--- src/qmpc_pkg.sv ---
// Shared types and constants for the quad marker pose check pipeline.
// No dependencies; imported by qmpc_step and quad_marker_pose_check_core.
`default_nettype none
package qmpc_pkg;

    localparam int SQRT_STEPS   = 17;
    localparam int CORDIC_STEPS = 16;
    localparam int FULL_TURN    = 23040;

    // 90 degrees in 1/4096 degree units.
    localparam logic signed [21:0] QUARTER_Z = 22'sd368640;

    localparam logic signed [21:0] ATAN_TAB [CORDIC_STEPS] = '{
        22'sd184320, 22'sd108810, 22'sd57492, 22'sd29251,
        22'sd14649,  22'sd7331,   22'sd3667,  22'sd1833,
        22'sd917,    22'sd458,    22'sd229,   22'sd115,
        22'sd57,     22'sd29,     22'sd14,    22'sd7
    };

    localparam logic [1:0] ST_OK    = 2'd0;
    localparam logic [1:0] ST_SHORT = 2'd1;
    localparam logic [1:0] ST_SKEW  = 2'd2;

    localparam logic [1:0] REG_HEADING  = 2'd0;
    localparam logic [1:0] REG_MIN_SIDE = 2'd1;
    localparam logic [1:0] REG_SKEW     = 2'd2;

    typedef struct packed {
        logic [35:0] rem;
        logic [16:0] root;
    } sq_t;

    typedef struct packed {
        logic signed [31:0] x;
        logic signed [31:0] y;
        logic signed [21:0] z;
        logic               zero;
    } cd_t;

    typedef struct packed {
        logic signed [15:0] cx;
        logic signed [15:0] cy;
    } ctr_t;

endpackage
`default_nettype wire

--- src/qmpc_step.sv ---
// One pipeline stage: one root digit for each of the four sides and, when STEP is
// below CORDIC_STEPS, one CORDIC vectoring iteration. Depends on qmpc_pkg.
`default_nettype none
module qmpc_step
    import qmpc_pkg::*;
#(
    parameter int STEP = 0
)
(
    input  wire logic        clk,
    input  wire logic        rst_n,
    input  wire logic        en,
    input  wire logic        vld_in,
    input  wire sq_t  [3:0]  sq_in,
    input  wire cd_t         cd_in,
    input  wire ctr_t        ctr_in,
    output logic             vld_out,
    output sq_t   [3:0]      sq_out,
    output cd_t              cd_out,
    output ctr_t             ctr_out
);

    localparam int BIT = SQRT_STEPS - 1 - STEP;

    logic        vld_reg;
    sq_t  [3:0]  sq_reg;
    sq_t  [3:0]  sq_next;
    cd_t         cd_reg;
    cd_t         cd_next;
    ctr_t        ctr_reg;

    always_comb
    begin
        logic [35:0] sub;
        for (int k = 0; k < 4; k++)
        begin
            sub = ({18'd0, sq_in[k].root, 1'b0} | (36'd1 << BIT)) << BIT;
            sq_next[k] = sq_in[k];
            if (sq_in[k].rem >= sub)
            begin
                sq_next[k].rem  = sq_in[k].rem - sub;
                sq_next[k].root = sq_in[k].root | (17'd1 << BIT);
            end
        end
    end

    generate
        if (STEP < CORDIC_STEPS)
        begin : g_cordic
            always_comb
            begin
                logic signed [31:0] xi;
                logic signed [31:0] yi;
                logic signed [31:0] xs;
                logic signed [31:0] ys;
                xi = cd_in.x;
                yi = cd_in.y;
                xs = xi >>> STEP;
                ys = yi >>> STEP;
                cd_next = cd_in;
                if (yi > 32'sd0)
                begin
                    cd_next.x = xi + ys;
                    cd_next.y = yi - xs;
                    cd_next.z = cd_in.z + ATAN_TAB[STEP];
                end
                else
                begin
                    cd_next.x = xi - ys;
                    cd_next.y = yi + xs;
                    cd_next.z = cd_in.z - ATAN_TAB[STEP];
                end
            end
        end
        else
        begin : g_pass
            assign cd_next = cd_in;
        end
    endgenerate

    always_ff @(posedge clk or negedge rst_n)
    begin
        if (!rst_n)
        begin
            vld_reg <= 1'b0;
        end
        else if (en)
        begin
            vld_reg <= vld_in;
        end
    end

    always_ff @(posedge clk)
    begin
        if (en)
        begin
            sq_reg  <= sq_next;
            cd_reg  <= cd_next;
            ctr_reg <= ctr_in;
        end
    end

    assign vld_out = vld_reg;
    assign sq_out  = sq_reg;
    assign cd_out  = cd_reg;
    assign ctr_out = ctr_reg;

endmodule
`default_nettype wire

--- config.mk ---
export PLATFORM = sky130hd
export DESIGN_NAME = qmpc_step
export DESIGN_NICKNAME = d
export VERILOG_FILES = /design/src/qmpc_pkg.sv /design/src/qmpc_step.sv
export SDC_FILE = /design/constraint.sdc
export NUM_CORES = 1
export LEC_CHECK = 0
export BUFFER_PORTS_ARGS = -buffer_cell sky130_fd_sc_hd__buf_2
export CORE_AREA = 4 4 260 262
export DETAILED_ROUTE_END_ITERATION = 6
export DIE_AREA = 0 0 264 266
export GPL_ROUTABILITY_DRIVEN = 1
export PLACE_DENSITY = 0.52
export SYNTH_ARGS = -nofsm -noshare
export SYNTH_HDL_FRONTEND = slang
export SYNTH_SLANG_ARGS = --single-unit
export TNS_END_PERCENT = 50
--- constraint.sdc ---
create_clock -name clk -period 0.8 [get_ports clk]
set_input_delay 0.08 -clock clk [delete_from_list [all_inputs] [get_ports clk]]
set_output_delay 0.08 -clock clk [all_outputs]
set_load 0.005 [all_outputs]
==> impl_metrics.json <==
{
  "via_per_inst": 4.961,
  "area_growth_pct": 93.82,
  "place_area_mm2": 0.03040,
  "avgSynthCellArea_um2": 10.75,
  "critPathKind": "in2reg",
  "period_minus_slack_ps": 2391,
  "syn-cell-area_mm2": 0.02024,
  "grt_pass1_wl_um": 145100,
  "drt-wirelength-per-cell_um": 23.10,
  "final_util_pct": 59.99,
  "port_buffers": 666,
  "final_cell_area_mm2": 0.03923,
  "drive_above_1_share_pct": 56.12,
  "clockPowerShare_pct": 29.2,
  "intPower_mw": 44.81,
  "place.gp.congestion": 0.9639,
  "setup_tns_ps": -295200,
  "detail-route-antenna-nets": 0,
  "layout.nets": 4118,
  "dr.pass1.iters": 5,
  "synth_area_leaders": "edfxtp_1 49%, ha_1 10%, a21oi_1 4.3%",
  "drc": 0,
  "tightestPinTransition_ps": 744.9,
  "die_h_um": 266,
  "worstSkewPairLatency_ps": 580,
  "r2r-start": "vld_out",
  "ys_ff_latch": 331,
  "cts_tree": "yes",
  "ys_warn_count": 0,
  "min_from": "cd_in[55]",
  "overflow": 0,
  "endpoint_kind": "register",
  "cts_sinks": 331,
  "p_leak_nw": 17.52,
  "maxSlewHeadroom_pct": 50.34,
  "layout_setup_ws_ps": -1591,
  "synth_nets": 2390,
  "ir_worst_vdd_mv": 1.663,
  "yosysMostFrequentCell": "edfxtp_1",
  "num_vias": 22430,
  "ys.flop_type": "edfxtp_1",
  "synth_top_area_cell": "edfxtp_1",
  "period_share_pct": 298.9,
  "cts_max_level": 2,
  "cts_made_buffers": 41,
  "p_per_area_mw_per_mm2": 1649,
  "totalWireLength_um": 104400,
  "critical_path.startpoint": "cd_in[23]",
  "start_util_pct": 30.95,
  "violations": "negative hold slack, negative setup slack",
  "ys_seq_area_share_pct": 49.08,
  "grt_pass1_vias": 23090,
  "dp_hpwl_um": 77970,
  "finalClockSkew_ps": 0,
  "die_x_um": 264,
  "initialDrtViolationCount": 1606,
  "whs_ps": -62.22,
  "coreArea_mm2": 0.06539,
  "synth-edff-count": 330,
  "dpl_worst_slack_ps": -2538,
  "cts_buffer_depth": 3,
  "hold_path_class": "in2reg",
  "synthCells": 1882,
  "grt_max_degree": 62,
  "rows": 94,
  "p_sw_mw": 19.87,
  "slew_violations": 0,
  "critPathLaunchType": "input pin",
  "path_max_fanout": 4,
  "clk_pin_slew_ps": 60,
  "synth_cell_types": 93,
  "rsz0062_at_grt": "yes",
  "seqPwrFrac_pct": 34.7,
  "antenna_found_initial": 26,
  "track_usage_pct": 27.31,
  "die-area_mm2": 0.07022,
  "root_buffer": "clkbuf_16",
  "setup_viol": 488,
  "p_sw_share_pct": 30.72,
  "ios": 667,
  "synth_commonest_cells": "330 x edfxtp_1, 188 x inv_1, 174 x a21oi_1",
  "max_cap_viol_count": 0,
  "synth_async_sr_flop_share_pct": 0.3021,
  "synth_top_area_share_pct": 48.96,
  "status": "finished with violations",
  "crit_arrival_ps": 2720,
  "critPathRequiredTime_ps": 1120,
  "final_hold_viol_count": 11,
  "power_frac_comb_pct": 36.0,
  "fmax_mhz": 418.2
}
-- power groups by stage --
stage               logic [mW]  clock network (mW)  registers (mW)
finish                    23.3                18.9            22.5
global route              24.6                20.0            22.6
CTS                       21.4                19.3            22.4
detailed placement        17.7                   0            22.7
global placement          17.6                   0            22.8
floorplan                 7.23                   0            22.8
-- critical path, cell delays in order --
cell and delay (ps):
buf_12 100, ha_4 140, inv_2 40, fa_2 400, o21bai_4 150, a21oi_4 80, o311a_4 340, or4_4 430
nor3b_4 200, o311ai_4 270, nor2_2 100, o2111a_1 260, xnor2_1 130
-- path summary, 6_finish.rpt --
check                      slack [ps]  cells after the start          to
max                             -1590                     13  cd_out[75]
min                               -60                      3  cd_out[23]
max reg2reg                        60                      1     vld_out
min reg2reg                       510                      1     vld_out
max in group asynchronous         280                      3     vld_out
min in group asynchronous         400                      3     vld_out
-- cells in the final DEF, fill, tap and decap left out, types with 17 or more instances in the layout --
cell           netlist  routed
buf_4                3     705
buf_2                8     577
edfxtp_1           330     330
dlygate4sd3_1        0     264
inv_1              188     142
buf_6                2     129
a21oi_1            174     109
ha_1               165     105
nor2_1             108      86
xnor2_1             94      80
nand2_1            115      76
o21ai_2              0      59
ha_4                 0      56
a21oi_2              1      48
clkbuf_16            0      45
o21ai_0            119      43
a21o_1              40      39
buf_12               0      33
xor2_1              32      29
o21bai_1            34      28
mux2_4               0      27
nor3_1              34      26
inv_2                3      26
buf_8                0      23
nand2_4              0      22
o21a_1              20      20
nand3_1             25      19
a21oi_4              0      18
nand2_2              0      17
-- flip-flops by register name (all words and copies together) (netlist names) --
name,cells
vld_out,1
sq_out,212
cd_out,86
ctr_out,32
-- per-stage QoR --
stage | power, mW | instances
CTS | 63.15 | 4441
global placement | 40.31 | 4011
finish | 64.68 | 4522
global route | 67.22 | 4514
floorplan | 30.01 | 1882
detailed placement | 40.41 | 4011
-- cell families (layout without fill, tap and decap cells) --
logic type,Yosys count,after routing,share of synthesized area [%]
AO/OA/AOI/OAI,535,535,17.07
XOR/XNOR,126,126,5.452
adder cells (fa/ha/maj),173,173,10.99
buffers and inverters,251,2011,4.834
flip-flops,331,331,49.08
multiplexers,41,41,2.207
other,0,16,0
AND/OR/NAND/NOR,425,425,10.37
-- layout make-up --
class	instances	area (µm²)
Timing Repair Buffer	1743	13600
Clock inverter	23	247.7
Tap cell	864	1081
Fill cell	5435	26160
Sequential cell	331	9935
Inverter	193	834.6
Multi-Input combinational cell	1300	12400
Antenna cell	16	40.04
Clock buffer	52	1089
-- layer usage --
metal	vias up	global-route usage [%]	routed length, µm
li1	10390	-	-
met1	10900	30.62	37950
met2	856	49.70	52650
met3	280	4.663	6475
met4	10	14.42	7305
met5	-	0	64
-- repair_timing --
action / CTS / global route
pin swaps: 205 / 182
hold buffers: 264 / 1
gates cloned: 9 / 6
endpoints found under the setup margin: 483 / 488
hold endpoints to repair: 305 / 38
setup buffers: 97 / 74
resized for setup: 558 / 300
(Power assumes the default switching activity.)
